[config.mk]
export PLATFORM = sky130hd
export DESIGN_NAME = column_sbox_key_schedule_128
export DESIGN_NICKNAME = d
export VERILOG_FILES = /design/src/csks_pkg.sv /design/src/csks_round.sv /design/src/column_sbox_key_schedule_128.sv
export SDC_FILE = /design/constraint.sdc
export NUM_CORES = 1
export LEC_CHECK = 0
export ABC_AREA = 1
export BUFFER_PORTS_ARGS = -buffer_cell sky130_fd_sc_hd__clkbuf_2
export CORE_MARGIN = 3
export CORE_UTILIZATION = 40
export CTS_BUF_LIST = sky130_fd_sc_hd__clkbuf_4 sky130_fd_sc_hd__clkbuf_8
export CTS_CLUSTER_SIZE = 8
export DETAILED_ROUTE_END_ITERATION = 6
export HOLD_SLACK_MARGIN = 0.1
export SETUP_SLACK_MARGIN = 0.3
export SLEW_MARGIN = 20
export SYNTH_ARGS = -nofsm -noshare
export SYNTH_HDL_FRONTEND = slang
export SYNTH_SLANG_ARGS = --single-unit
export TNS_END_PERCENT = 100
[constraint.sdc]
create_clock -name clk -period 7 [get_ports clk]
set_input_delay 1.4 -clock clk [delete_from_list [all_inputs] [get_ports clk]]
set_output_delay 1.4 -clock clk [all_outputs]
set_load 0.005 [all_outputs]
[src/csks_pkg.sv]
package csks_pkg;

  localparam int unsigned RoundsReq = 44;
  localparam int unsigned Rounds = (RoundsReq > 44) ? 44 : ((RoundsReq < 1) ? 1 : RoundsReq);
  localparam int unsigned IdxW = 6;
  localparam logic [IdxW-1:0] LastIdx = IdxW'(Rounds);

  typedef logic [3:0][31:0] rows_t;

  typedef struct packed {
    logic [63:0] key_high;
    logic [63:0] key_low;
  } in_word_t;

  typedef struct packed {
    logic [63:0]     subkey_high;
    logic [63:0]     subkey_low;
    logic [IdxW-1:0] round_index;
    logic            last_round;
  } out_word_t;

  // Round constant used to produce subkey idx+1.
  function automatic logic [5:0] round_const(input logic [IdxW-1:0] idx);
    logic [5:0] rc;
    case (idx)
      6'd0:  rc = 6'h01;  6'd1:  rc = 6'h02;  6'd2:  rc = 6'h04;  6'd3:  rc = 6'h08;
      6'd4:  rc = 6'h10;  6'd5:  rc = 6'h21;  6'd6:  rc = 6'h03;  6'd7:  rc = 6'h06;
      6'd8:  rc = 6'h0C;  6'd9:  rc = 6'h18;  6'd10: rc = 6'h31;  6'd11: rc = 6'h22;
      6'd12: rc = 6'h05;  6'd13: rc = 6'h0A;  6'd14: rc = 6'h14;  6'd15: rc = 6'h29;
      6'd16: rc = 6'h13;  6'd17: rc = 6'h27;  6'd18: rc = 6'h0F;  6'd19: rc = 6'h1E;
      6'd20: rc = 6'h3D;  6'd21: rc = 6'h3A;  6'd22: rc = 6'h34;  6'd23: rc = 6'h28;
      6'd24: rc = 6'h11;  6'd25: rc = 6'h23;  6'd26: rc = 6'h07;  6'd27: rc = 6'h0E;
      6'd28: rc = 6'h1C;  6'd29: rc = 6'h39;  6'd30: rc = 6'h32;  6'd31: rc = 6'h24;
      6'd32: rc = 6'h09;  6'd33: rc = 6'h12;  6'd34: rc = 6'h25;  6'd35: rc = 6'h0B;
      6'd36: rc = 6'h16;  6'd37: rc = 6'h2D;  6'd38: rc = 6'h1B;  6'd39: rc = 6'h37;
      6'd40: rc = 6'h2E;  6'd41: rc = 6'h1D;  6'd42: rc = 6'h3B;  6'd43: rc = 6'h36;
      default: rc = 6'h00;
    endcase
    return rc;
  endfunction

endpackage

[src/csks_round.sv]
module csks_round (
  input  csks_pkg::rows_t     rows_in,
  input  logic [5:0]          rc,
  output csks_pkg::rows_t     rows_out
);

  logic [31:0] x02, u, x12, v;
  logic [31:0] s0, s1, s2, s3;

  // Bitsliced 4-bit S-box applied to every column of the four rows.
  always_comb begin
    x02 = rows_in[0] ^ rows_in[2];
    u   = rows_in[3] ^ (rows_in[0] & rows_in[1]);
    x12 = rows_in[1] ^ rows_in[2];
    v   = x02 ^ (rows_in[1] | rows_in[3]);
    s0  = x12 ^ (x02 & u);
    s1  = u ^ (x12 & v);
    s2  = rows_in[2] ^ u;
    s3  = ~v;
  end

  assign rows_out[0] = {s0[24:0], s0[31:25]} ^ s1 ^ {26'd0, rc};
  assign rows_out[1] = s2;
  assign rows_out[2] = {s2[14:0], s2[31:15]} ^ s3;
  assign rows_out[3] = s0;

endmodule

[src/column_sbox_key_schedule_128.sv]
// The seed key comes out as the first word in the cycle after the key is accepted.
// Throughput: one subkey word per cycle while out_ready is held, 45 words per key,
// all produced by a single shared round unit stepping the key register.
// The next key is accepted the cycle after the last word is taken.
// Reset (rst_n low, synchronous) returns the sequencer to idle; key rows are not reset.
module column_sbox_key_schedule_128 (
  input  logic                  clk,
  input  logic                  rst_n,
  input  logic                  in_valid,
  output logic                  in_ready,
  input  csks_pkg::in_word_t    in_data,
  output logic                  out_valid,
  input  logic                  out_ready,
  output csks_pkg::out_word_t   out_data
);

  typedef enum logic [1:0] {
    ST_IDLE = 2'b01,
    ST_RUN  = 2'b10
  } state_t;

  state_t                         state_r, state_nxt;
  csks_pkg::rows_t                rows_r, rows_nxt, rows_step;
  logic [csks_pkg::IdxW-1:0]      idx_r, idx_nxt;
  logic                           is_last;

  csks_round u_round (
    .rows_in  (rows_r),
    .rc       (csks_pkg::round_const(idx_r)),
    .rows_out (rows_step)
  );

  assign in_ready  = (state_r == ST_IDLE);
  assign out_valid = (state_r == ST_RUN);
  assign is_last   = (idx_r == csks_pkg::LastIdx);

  assign out_data.subkey_high = {rows_r[0], rows_r[1]};
  assign out_data.subkey_low  = {rows_r[2], rows_r[3]};
  assign out_data.round_index = idx_r;
  assign out_data.last_round  = is_last;

  always_comb begin
    state_nxt = state_r;
    rows_nxt  = rows_r;
    idx_nxt   = idx_r;
    case (state_r)
      ST_IDLE: begin
        if (in_valid) begin
          rows_nxt  = {in_data.key_low[31:0], in_data.key_low[63:32],
                       in_data.key_high[31:0], in_data.key_high[63:32]};
          idx_nxt   = '0;
          state_nxt = ST_RUN;
        end
      end
      ST_RUN: begin
        // The register only advances when the current word has been taken.
        if (out_ready) begin
          if (is_last) begin
            state_nxt = ST_IDLE;
          end else begin
            rows_nxt = rows_step;
            idx_nxt  = idx_r + 1'b1;
          end
        end
      end
      default: begin
        state_nxt = ST_IDLE;
      end
    endcase
  end

  always_ff @(posedge clk) begin
    if (!rst_n) begin
      state_r <= ST_IDLE;
      idx_r   <= '0;
    end else begin
      state_r <= state_nxt;
      idx_r   <= idx_nxt;
    end
  end

  always_ff @(posedge clk) begin
    rows_r <= rows_nxt;
  end

  a_no_overlap: assert property (@(posedge clk) disable iff (!rst_n)
    !(in_ready && out_valid))
    else $error("input accepted while a run is active");

  a_seed_first: assert property (@(posedge clk) disable iff (!rst_n)
    (in_valid && in_ready) |=> (out_valid && out_data.round_index == '0
      && out_data.subkey_high == $past(in_data.key_high)
      && out_data.subkey_low == $past(in_data.key_low)))
    else $error("seed key word not emitted first");

  a_index_steps: assert property (@(posedge clk) disable iff (!rst_n)
    (out_valid && out_ready && !out_data.last_round) |=>
      (out_valid && out_data.round_index == $past(out_data.round_index) + 1'b1))
    else $error("round index did not advance by one");

  a_run_ends: assert property (@(posedge clk) disable iff (!rst_n)
    (out_valid && out_ready && out_data.last_round) |=> (in_ready && !out_valid))
    else $error("run did not end after the last subkey");

endmodule
**After elaboration in Yosys (flattened, before gate mapping)**

Memory sizes are Yosys's and may differ from the RTL's. A register that Yosys moved wholly into a read port is not among the register bits.
Cells that the tools add are included.

- Memories kept: 1
- Register bits after elaboration: 136
- Bits in read-only memories: 384
- Word-level logic and storage cells: 47
- Output and inout port bits: 137
- Bits of input ports: 132

- Equal/unequal tests: 7
- Bitwise gates (word level): 15
- $add $sub $neg: 1
- Muxes and demuxes: 14
- Reduce and logical (&&, ||, !) cells: 3

Memory list:

| name | depth | bits a word | read ports | clocked after memory_dff | wr ports | RTL line | text |
|---|---|---|---|---|---|---|---|
| (no name shown) | 64 | 6 | 1 | 1 | 0 | csks_pkg.sv:25 | `case (idx)` |

Operator list:

| operator | number |
|---|---|
| $mux 128 | 3 |
| $xor 32x32->32 | 9 |
| $pmux 128 s2 | 1 |
| $and 32x32->32 | 3 |
| $not 32->32 | 1 |
| $or 32x32->32 | 1 |
| $xor 32x6->32 | 1 |
| $mux 6 | 5 |
| $pmux 6 s2 | 1 |
| $add 6x1->6 const B | 1 |
| $eq 6x6->1 const B | 1 |
| $mux 2 | 3 |
| $ne 2x1->1 const B | 2 |
| $ne 2x2->1 const B | 2 |
| $pmux 2 s2 | 1 |
| $reduce_and 4->1 | 1 |
| $reduce_and 3->1 | 1 |
| $eq 2x1->1 const B | 1 |
| $eq 2x2->1 const B | 1 |
| $reduce_bool 2->1 | 1 |

**Longest topological paths before layout**

Gate-level depths: netlist of the first run.

- Depth after elaboration: 9
- Mapped depth: 18
- Mapped depth without buffers: 18

**Hierarchy**

Synthesis of the first run repeated with hierarchy kept, for this count alone.

- Cells, all modules: 1,793
- Area total of the unflattened synthesis: 11,872.6 µm²

By module, submodules not included:

| module | times used | area an instance (µm²) | sequential area each (µm²) | cells an instance |
|---|---|---|---|---|
| column_sbox_key_schedule_128 | 1 | 6,892.9 | 4,124.0 | 786 |
| csks_round | 1 | 4,979.8 | 0.0 | 1,007 |

**Worst setup path after synthesis of the first run**

Ideal clock, no wire load.

- Path kind: in2reg
- From: input out_ready
- To: register, netlist name u_round.rc[1]
- Required time: 6,942 ps
- Arrival: 5,125 ps
- Buffers on the path: 0
- Setup time: 58 ps
- Cell stages on the path: 12
- Slack: 1,817 ps
- Cells stage by stage: inv_1 -> nand3_1 -> nand2_1 -> clkinv_2 -> nand3_4 -> inv_1 -> nand2_1 -> nand3_2 -> inv_2 -> nor3_2 -> nand2_1 -> nand2_1

- Cells in the longest elaborated chain, start to end: 4

Ends and longest elaborated chain:

| what | RTL line | text |
|---|---|---|
| start: declaration | column_sbox_key_schedule_128.sv:13 | `input logic out_ready,` |
| $ne 2x1->1 (no line) | -- |  |
| $reduce_and 4->1 (no line) | -- |  |
| $mux 6 (no line) (2 in a row) | -- |  |

No other way between the ends.
A chain may end at the register's enable or synchronous reset.

**Final worst setup path of the first run**

- From: register state_r[1]
- To: register rows_r, in the netlist out_data[93] (enable)

- Cells in the longest elaborated chain, start to end: 3
- Elaborated cells on any way between the ends: 7
- Classes of those cells: eq/ne: 5; reduce/logical: 2

Ends and longest elaborated chain:

| what | RTL line | text |
|---|---|---|
| start: declaration | column_sbox_key_schedule_128.sv:22 | `state_t state_r, state_nxt;` |
| start signal: assignment | column_sbox_key_schedule_128.sv:77 | `state_r <= state_nxt;` |
| $eq 2x2->1 / $eq 2x1->1 (equally long branches) | column_sbox_key_schedule_128.sv:46 | `case (state_r)` |
| $ne 2x2->1 (no line) (tied with other cells) | -- |  |
| $reduce_and 4->1 (no line) * | -- |  |
| end signal: assignment | column_sbox_key_schedule_128.sv:83 | `rows_r <= rows_nxt;` |
| end: declaration | column_sbox_key_schedule_128.sv:23 | `csks_pkg::rows_t rows_r, rows_nxt, rows_step;` |

Every way passes the cells marked *; elsewhere a longest branch is shown, timed or not.

==> results.txt, run 1 <==
Post-Synth Simple-Gate Area = 24.1%
# clock sinks = 142
Leak = 5.43 nW
post-synthesis cell count = 1162
CTS root buffer = clkbuf_8
total routed wirelength = 29.2 mm
row count = 56
XOR/XNOR share of the synthesized area = 23.5%
#FFs+latches synth = 142
gr ovfl total = 0
combinational power share = 37.5%
Net Sw Frac = 37.4%
most numerous cell in the Yosys netlist = nand2_1
nets@finish = 1560
CTS tree = done
post-DP HPWL = 22.1 mm
critical path type = flop to flop
worst skew pair latency = 450 ps
Final Power = 3.04 mW
Ports = 269
post-CTS setup buffers = 0
most frequent cells after synthesis = nand2_1, xor2_1, edfxtp_1
first-pass GRT wire length = 44.3 mm
Synth Area in Compound Gates = 5.77%
initial antenna violation count = 1
Via density = 4.85
number of synthesized flops with an enable pin = 128
top_reg_cell synth = edfxtp_1
Hold Path Stages = 3
sw power = 1.14 mW
sequential fraction of the synthesis area = 42.3%
CTS Hold Bufs = 0
Worst setup EP type = flop
Core Box Area = 23800 um^2
cell type group with the largest total delay on the critical path = buffers and inverters
Worst Tran Pin Value = 1050 ps
CTS buffer count = 17
Tmin final = 3610 ps
reg-to-reg endpoint = out_data[93]$_DFFE_PN_
Tcrit/Tclk final = 51.6%
outcome = finished, final reports clean
internal power = 1.90 mW
Peak Freq = 277 MHz
fraction of layout cells with a size suffix above 1 = 22.6%
Worst Hold Class = flop to flop
WP buf/inv = 5
Fillers = 2334
H-tree lvl count = 4
Critical Path Start Type = flop
die height = 162 um
Synth top area share = 39.4%
PD cells = 258 nW/um^2
post_cts resized = 0
Die Area = 26300 um^2
synth top area cells = edfxtp_1, nand2_1, xor2_1
Async S/R FF share, synth = 0%
DRC errors left = 0
cell repeated most along the worst path = buf_4
setup slack after placement = 3280 ps
Clock Skew = 13.3 ps
All-Layer GR Usage = 21.6%
Critical Path AT = 3670 ps
CP Cell Sequence = inv_2 > nor2_4 > buf_4 > inv_4 > nand2_2 > nand3_4 > inv_6 > buf_4
delay of the slowest critical-path stage = 880 ps
Crit Reg-Reg Startpoint = state_r[1]$_SDFFE_PN0P_
WHS Endpoint = state_r[0]$_SDFFE_PN1P_
Synth area leader = edfxtp_1
yosys warns = 0
Layout area overhead = 20.7%
Cell variety after synth = 30
die width = 162 um
routed len/inst = 16.7 um
Sequential Power Share = 39.6%
unrepaired setup endpoints after global routing = false
syn_nets = 1304
setup TNS = 0 ps
routability cong. = 0.834
r2r worst-path depth = 8
number of global-route vias before repair = 8133
worst rel slew slack = 29.9%
hold_ws = 611 ps
Post-Synth Adder-Cell Area = 1.28%
Worst Path Required = 7060 ps
post-route ant nets = 0
start point of the worst hold path = state_r[1]$_SDFFE_PN0P_
largest net degree at the start of global routing = 79
Starting Density = 41.1%
final core utilization = 49.6%
clock power share = 22.9%
max-capacitance violation count = 0
Final Max Slew Viols = 0
Via Count = 8495
1st-iter DRT viols = 677
clk buf depth = 2
Max FO, Critical Path = 78
Post-Syn Area per Cell = 8.40 um^2
Worst path slowest cell = buf_4
post-route setup slack = 3390 ps
Worst-path clk slew = 80 ps
synthesized area = 9760 um^2
multiplexer share of the synthesized area = 0%
flop-to-flop setup slack = 3390 ps
DRT Pass-1 Iters = 5
Worst IR Drop VDD = 0.0855 mV
largest family of logic cells by synthesized area = simple AND/OR/NAND/NOR gates
Hold Vio Cnt, Final = 0
Final setup viols = 0
Port Buffer Count = 268
==> sequential cells by signal (all words and copies together), names as in the netlist <==
| register | count |
|---|---|
| out_data | 128 |
| idx_r | 6 |
| u_round.rc | 6 |
| state_r | 2 |
==> tightest hold or removal path: cells and delay by family, from the launching register on <==
family / cells / cell delay [ps]
and+or+nand+nor: 3 / 260
DFF: 1 / 330
==> kinds of logic (layout without fill, tap and decap cells) <==
| group | after synthesis | after routing |
|---|---|---|
| xor gates and xnor gates | 262 | 262 |
| AOI/OAI and AO/OA | 97 | 97 |
| DFF | 142 | 142 |
| other | 0 | 1 |
| adders and majority gates | 10 | 10 |
| and+or+nand+nor | 581 | 581 |
| buffers and inverters | 70 | 339 |
==> per-layer routing <==
layer / vias to the layer above / global-route usage (%) / wire (um)
met2: 284 / 35.7 / 13900
met5: - / 0 / 0
li1: 4268 / - / -
met1: 3912 / 29.1 / 13100
met3: 31 / 3.90 / 1790
met4: 0 / 6.28 / 469
==> power groups by stage <==
| stage | clock [mW] | combinational, mW | sequential, mW |
|---|---|---|---|
| 2_1_floorplan | 0 | 0.809 | 1.21 |
| 3_3_place_gp | 0 | 1.14 | 1.22 |
| 3_5_place_dp | 0 | 1.14 | 1.22 |
| 4_1_cts | 0.708 | 1.15 | 1.20 |
| 5_1_grt | 0.742 | 1.27 | 1.22 |
| 6_report | 0.697 | 1.14 | 1.20 |
==> through the flow <==
stage	cell area, um^2	instances
finish	11800	1751
global route	11800	1751
CTS	11800	1750
detailed placement	11400	1718
global placement	11400	1718
floorplan	9760	1162
==> cell usage in the layout, fill, tap and decap left out, drive strengths merged <==
cell | synthesis | layout
clkinv | 1 | 7
buf | 21 | 4
nor3 | 1 | 1
o21ai | 63 | 63
bufinv | 0 | 3
dfxtp | 14 | 14
nand3 | 58 | 58
o211ai | 6 | 6
a21oi | 3 | 3
edfxtp | 128 | 128
clkbuf | 14 | 285
inv | 34 | 36
xnor2 | 127 | 127
nand2 | 440 | 440
diode | 0 | 1
o21a | 25 | 25
nor2 | 78 | 78
xor2 | 135 | 135
nand3b | 1 | 1
clkinvlp | 0 | 4
ha | 10 | 10
nand4 | 3 | 3
==> layout make-up <==
type,count,area [um^2],area share (%)
clock inverter,15,169,1.43
multi-input combinational,950,5330,45.3
clock buffer,17,234,1.99
antenna,1,2.50,0.0212
timing repair buffer,272,1370,11.6
inverter,35,143,1.21
tap,319,399,3.39
sequential,142,4120,35.0
==> worst max path at each step <==
stage | start | to | slack [ps] | cells after the start
after global placement | out_ready | out_data[102]$_DFFE_PN_ | 3300 | 8
after global routing | state_r[1]$_SDFFE_PN0P_ | out_data[93]$_DFFE_PN_ | 3160 | 8
after CTS | state_r[1]$_SDFFE_PN0P_ | out_data[93]$_DFFE_PN_ | 3380 | 8
final | state_r[1]$_SDFFE_PN0P_ | out_data[93]$_DFFE_PN_ | 3390 | 8
after floorplan | out_ready | u_round.rc[1]$_DFF_P_ | 1820 | 12
after detailed placement | out_ready | out_data[23]$_DFFE_PN_ | 3280 | 8
Power figures use the tool's default switching activity.
==> inputs of run 2 (changes only) <==
--- a/config.mk
+++ b/config.mk
@@ -5,7 +5,7 @@
 export SDC_FILE = /design/constraint.sdc
 export NUM_CORES = 1
 export LEC_CHECK = 0
-export ABC_AREA = 1
+export ABC_AREA = 0
 export BUFFER_PORTS_ARGS = -buffer_cell sky130_fd_sc_hd__clkbuf_2
 export CORE_MARGIN = 3
 export CORE_UTILIZATION = 40
==> constraint.sdc (replaced) <==
create_clock -name clk -period 3.45 [get_ports clk]
set_input_delay 0.69 -clock clk [delete_from_list [all_inputs] [get_ports clk]]
set_output_delay 0.69 -clock clk [all_outputs]
set_load 0.005 [all_outputs]
==> results.txt, run 2 <==
post_cts resized = 0
most numerous cell in the Yosys netlist = nand2_1
Via density = 5.17
post-route ant nets = 0
1st-iter DRT viols = 579
DRC errors left = 0
internal power = 3.54 mW
outcome = finished, final reports clean
number of global-route vias before repair = 8527
WP buf/inv = 2
Tmin final = 2740 ps
DRT Pass-1 Iters = 5
max-capacitance violation count = 0
Leak = 5.08 nW
Max FO, Critical Path = 8
die width = 168 um
commonest non-fill, non-tap cell in the layout = clkbuf_2
Worst Path Required = 3730 ps
number of synthesized flops with an enable pin = 128
first-pass GRT wire length = 47.3 mm
Ports = 269
Worst-path clk slew = 100 ps
CP Cell Sequence = inv_1 > ha_1 > nand2_1 > o311a_4 > xnor2_1 > nor2_1 > buf_4 > ha_1 > o21ai_0 > a221oi_1 > o32ai_1
post-synthesis cell count = 1176
Hold Vio Cnt, Final = 0
# clock sinks = 142
setup TNS = 0 ps
largest net degree at the start of global routing = 110
post-CTS setup buffers = 0
final core utilization = 49.3%
commonest cells after routing, fill and taps aside = clkbuf_2, nand2_1, xnor2_1
Largest register FFs = 128
Die Area = 28200 um^2
Cell variety after synth = 50
initial antenna violation count = 1
Final Power = 5.21 mW
Final setup viols = 0
Worst Tran Pin Value = 998 ps
Peak Freq = 365 MHz
Worst path slowest cell = ha_1
nets@finish = 1548
#FFs+latches synth = 142
routability cong. = 0.846
clock power share = 28.7%
H-tree lvl count = 4
sequential fraction of the synthesis area = 39.3%
CTS Hold Bufs = 0
Via Count = 9049
total routed wirelength = 30.6 mm
sw power = 1.67 mW
Synth area leader = edfxtp_1
worst skew pair latency = 460 ps
CTS tree = done
row count = 58
Worst Hold Class = primary input to flop
unrepaired setup endpoints after global routing = false
cell type group with the largest total delay on the critical path = compound AO/OA/AOI/OAI gates
setup slack after placement = 695 ps
CTS buffer count = 17
PD cells = 415 nW/um^2
most frequent cells after synthesis = nand2_1, xnor2_1, o21ai_0
Worst setup EP type = flop
post-route setup slack = 712 ps
Starting Density = 41.2%
fraction of layout cells with a size suffix above 1 = 22.8%
Async S/R FF share, synth = 0%
die height = 168 um
Core Box Area = 25500 um^2
Post-Syn Area per Cell = 8.92 um^2
gr ovfl total = 0
Net Sw Frac = 32.1%
top_reg_cell synth = edfxtp_1
critical path type = flop to flop
worst rel slew slack = 33.5%
routed len/inst = 17.5 um
Critical Path Start Type = flop
post-DP HPWL = 23.0 mm
yosys warns = 0
Sequential Power Share = 44.3%
dpl cell area = 12100 um^2
Synth top area share = 36.6%
delay of the slowest critical-path stage = 410 ps
Port Buffer Count = 268
Finished Cell Area = 12500 um^2
Critical Path AT = 3020 ps
All-Layer GR Usage = 21.0%
Final Max Slew Viols = 0
Layout area overhead = 19.6%
Worst IR Drop VDD = 0.221 mV
clk buf depth = 2
cell repeated most along the worst path = ha_1
Clock Skew = 17.7 ps
synth top area cells = edfxtp_1, xnor2_1, nand2_1
Tcrit/Tclk final = 79.3%
synthesized area = 10500 um^2
syn_nets = 1318
combinational power share = 27.0%
CTS root buffer = clkbuf_8
-- run 2: cell count changes in the layout (fill, tap and decap cells not counted), moves of 28 or more --
cell | before | now
mux2i_1 | 0 | 30
xnor2_1 | 127 | 199
a21oi_1 | 3 | 38
nand2b_1 | 0 | 35
nand3_1 | 54 | 7
o221ai_1 | 0 | 31
nor2b_1 | 0 | 33
xor2_1 | 135 | 34
nor3b_1 | 0 | 28
nand3b_1 | 0 | 32
nand2_1 | 436 | 231
o21ai_0 | 62 | 136
-- run 2: worst paths after layout --
| check | start | slack, ps | endpoint | cells after the start |
|---|---|---|---|---|
| min | in_data[26] | 500 | out_data[33]$_DFFE_PN_ | 3 |
| min reg2reg | idx_r[1]$_SDFFE_PN0N_ | 580 | idx_r[1]$_SDFFE_PN0N_ | 2 |
| max reg2reg | idx_r[0]$_SDFFE_PN0N_ | 710 | u_round.rc[4]$_DFF_P_ | 11 |
| max | idx_r[0]$_SDFFE_PN0N_ | 710 | u_round.rc[4]$_DFF_P_ | 11 |
-- run 2: final cells by class --
type,count,area [um^2]
Fill cell,2475,12900
Multi-Input combinational cell,953,6070
Sequential cell,142,4120
Timing Repair Buffer,284,1490
Tap cell,330,413
Clock buffer,17,234
Clock inverter,14,193
Inverter,8,30.0
Antenna cell,1,2.50
-- run 2: power groups by stage --
stage | Clock (mW) | Sequential, mW | Combinational, mW
floorplan | 0 | 2.25 | 1.01
global placement | 0 | 2.33 | 1.40
detailed placement | 0 | 2.34 | 1.42
CTS | 1.54 | 2.30 | 1.43
global route | 1.60 | 2.34 | 1.57
finish | 1.50 | 2.31 | 1.41
-- run 2: tightest hold or removal path, cell delays in order --
cell      delay [ps]
clkbuf_2          80
nand2_1           30
o21ai_0           50
-- run 2: routing by layer --
metal / vias to the layer above / track usage [%] / share of wire [%]
met5: - / 0 / 0
met4: 0 / 6.58 / 2.1
met3: 29 / 4.84 / 6.0
met2: 244 / 32.7 / 45
met1: 4229 / 29.3 / 47
li1: 4547 / - / -
-- run 2: cell families after synthesis --
kind of cell / after synthesis / share of synthesized area (%)
xor gates and xnor gates: 233 / 19.4
adders and majority gates: 10 / 1.19
and+or+nand+nor: 434 / 19.8
DFF: 142 / 39.3
buffers and inverters: 81 / 2.99
muxes: 31 / 2.97
AOI/OAI and AO/OA: 245 / 14.3
-- run 2: stage by stage --
stage          cells  hold WS, ps
2_1_floorplan   1176          530
3_5_place_dp    1717          570
3_3_place_gp    1717          576
6_report        1749          496
4_1_cts         1748          471
5_1_grt         1749          482
==> inputs of run 3 (changes only) <==
--- a/config.mk
+++ b/config.mk
@@ -5,7 +5,7 @@
 export SDC_FILE = /design/constraint.sdc
 export NUM_CORES = 1
 export LEC_CHECK = 0
-export ABC_AREA = 0
+export ABC_AREA = 1
 export BUFFER_PORTS_ARGS = -buffer_cell sky130_fd_sc_hd__clkbuf_2
 export CORE_MARGIN = 3
 export CORE_UTILIZATION = 40
@@ -13,6 +13,7 @@
 export CTS_CLUSTER_SIZE = 8
 export DETAILED_ROUTE_END_ITERATION = 6
 export HOLD_SLACK_MARGIN = 0.1
+export PLACE_DENSITY = 0.66
 export SETUP_SLACK_MARGIN = 0.3
 export SLEW_MARGIN = 20
 export SYNTH_ARGS = -nofsm -noshare
==> constraint.sdc (replaced) <==
create_clock -name clk -period 2.3 [get_ports clk]
set_input_delay 0.46 -clock clk [delete_from_list [all_inputs] [get_ports clk]]
set_output_delay 0.46 -clock clk [all_outputs]
set_load 0.005 [all_outputs]
==> results.txt, run 3 (synthesized netlist as in run 1, its figures left out) <==
Hold Vio Cnt, Final = 0
Final Max Slew Viols = 0
post-route ant nets = 0
Worst setup EP type = flop
DRT Pass-1 Iters = 6
Worst Path Required = 2680 ps
# clock sinks = 142
fraction of layout cells with a size suffix above 1 = 29.0%
routability cong. = 0.870
Via density = 4.97
number of diodes = 0
Peak Freq = 471 MHz
Clock Skew = 20.1 ps
nets@finish = 1618
combinational power share = 39.2%
reg-to-reg endpoint = u_round.rc[0]$_DFF_P_
Worst IR Drop VDD = 0.310 mV
sw power = 3.70 mW
PD cells = 783 nW/um^2
Max FO, Critical Path = 4
Critical Path AT = 2510 ps
cell repeated most along the worst path = nand2_2
Ports = 269
CP Cell Sequence = inv_4 > ha_4 > nand3_4 > o21ai_2 > nand2_2 > nand3_2 > nand2_2 > nor2_4 > buf_6 > ha_4 > inv_2 > nand2_2 > buf_4 > nand2_1 > nand3_1 > nand2_1
max-capacitance violation count = 0
initial antenna violation count = 0
Worst Tran Pin Value = 773 ps
commonest non-fill, non-tap cell in the layout = nand2_1
largest net degree at the start of global routing = 142
Die Area = 26300 um^2
Starting Density = 41.1%
gr busiest metal = met2
Via Count = 8984
H-tree lvl count = 4
routed len/inst = 17.7 um
Worst-path clk slew = 100 ps
final core utilization = 53.9%
gr ovfl total = 0
met1 Use GR = 29.3%
Tcrit/Tclk final = 92.4%
met3 usage = 4.95%
worst skew pair latency = 450 ps
clock power share = 24.2%
Port Buffer Count = 268
number of global-route vias before repair = 8597
Net Sw Frac = 36.9%
Critical Path Start Type = flop
Largest register FFs = 128
post-DP HPWL = 22.2 mm
DRC errors left = 0
Finished Cell Area = 12800 um^2
Final setup viols = 0
CTS tree = done
unrepaired setup endpoints after global routing = true
commonest cells after routing, fill and taps aside = nand2_1, clkbuf_2, xor2_1
Worst path slowest cell = dfxtp_2
delay of the slowest critical-path stage = 350 ps
internal power = 6.32 mW
die height = 162 um
total routed wirelength = 32.1 mm
r2r worst-path depth = 16
outcome = finished, final reports clean
worst rel slew slack = 48.5%
Crit Reg-Reg Startpoint = idx_r[0]$_SDFFE_PN0N_
critical path type = flop to flop
crit path to = u_round.rc[0]$_DFF_P_
die width = 162 um
Leak = 5.90 nW
CP startpoint = idx_r[0]$_SDFFE_PN0N_
Layout area overhead = 31.2%
M2 GR Usage = 39.4%
first-pass GRT wire length = 47.1 mm
row count = 56
Worst Hold Class = primary input to flop
Core Box Area = 23800 um^2
CTS root buffer = clkbuf_8
1st-iter DRT viols = 716
clk buf depth = 2
All-Layer GR Usage = 23.0%
Tmin final = 2130 ps
Sequential Power Share = 36.5%
CTS buffer count = 17
dpl cell area = 11600 um^2
flop-to-flop setup slack = 170 ps
==> run 3: timing repair <==
action                     4_1_cts  5_1_grt
buffers inserted                 6       17
gates resized for setup         28       35
setup endpoints to repair       75       88
pin swaps                        2       20
hold buffers                     0        0
gates cloned                     4        6
==> run 3: critical path, delay by kind of cell, from the launching register on <==
family | cells | cell delay, ps
AOI/OAI and AO/OA | 1 | 170
adders and majority gates | 2 | 360
buffers and inverters | 4 | 400
DFF | 1 | 350
and+or+nand+nor | 9 | 800
==> run 3: cell type report <==
class	instances	area, um^2
fillers	2234	11000
repair buffers	330	2100
flip-flops and latches	142	4130
inverters	35	149
multi-input cells	950	5550
clock inverters	15	233
well taps	319	399
clock buffers	17	234
==> run 3: power by group through the flow <==
stage / Clock (mW) / Sequential, mW / Combinational, mW
detailed placement: 0 / 3.71 / 3.61
finish: 2.43 / 3.66 / 3.93
global placement: 0 / 3.70 / 3.58
CTS: 2.49 / 3.65 / 3.72
global route: 2.57 / 3.71 / 4.32
floorplan: 0 / 3.66 / 2.47
==> run 3: worst min-delay path by stage <==
stage	startpoint	endpoint	cells after the start
2_1_floorplan	state_r[1]$_SDFFE_PN0P_	state_r[0]$_SDFFE_PN1P_	3
3_3_place_gp	state_r[1]$_SDFFE_PN0P_	state_r[0]$_SDFFE_PN1P_	3
3_5_place_dp	state_r[1]$_SDFFE_PN0P_	state_r[0]$_SDFFE_PN1P_	3
4_1_cts	in_data[80]	out_data[87]$_DFFE_PN_	3
5_1_grt	in_data[66]	out_data[73]$_DFFE_PN_	3
6_report	in_data[80]	out_data[87]$_DFFE_PN_	3
==> run 3: metal layers <==
layer / part of all wire, % / wire length, um
met1: 43 / 13700
met4: 2.0 / 642
met3: 7.0 / 2240
met5: 0 / 0
met2: 48 / 15500
==> run 3: metrics by stage <==
stage	cells	TNS (ps)	power (mW)	worst slack (ps)	hold slack, ps
after detailed placement	1743	0	7.32	68.1	583
after floorplan	1162	-120550	6.13	-1170	548
after global placement	1743	0	7.27	94.9	568
final	1808	0	10.0	175	282
after CTS	1785	0	9.86	262	247
after global routing	1808	0	10.6	40.3	264
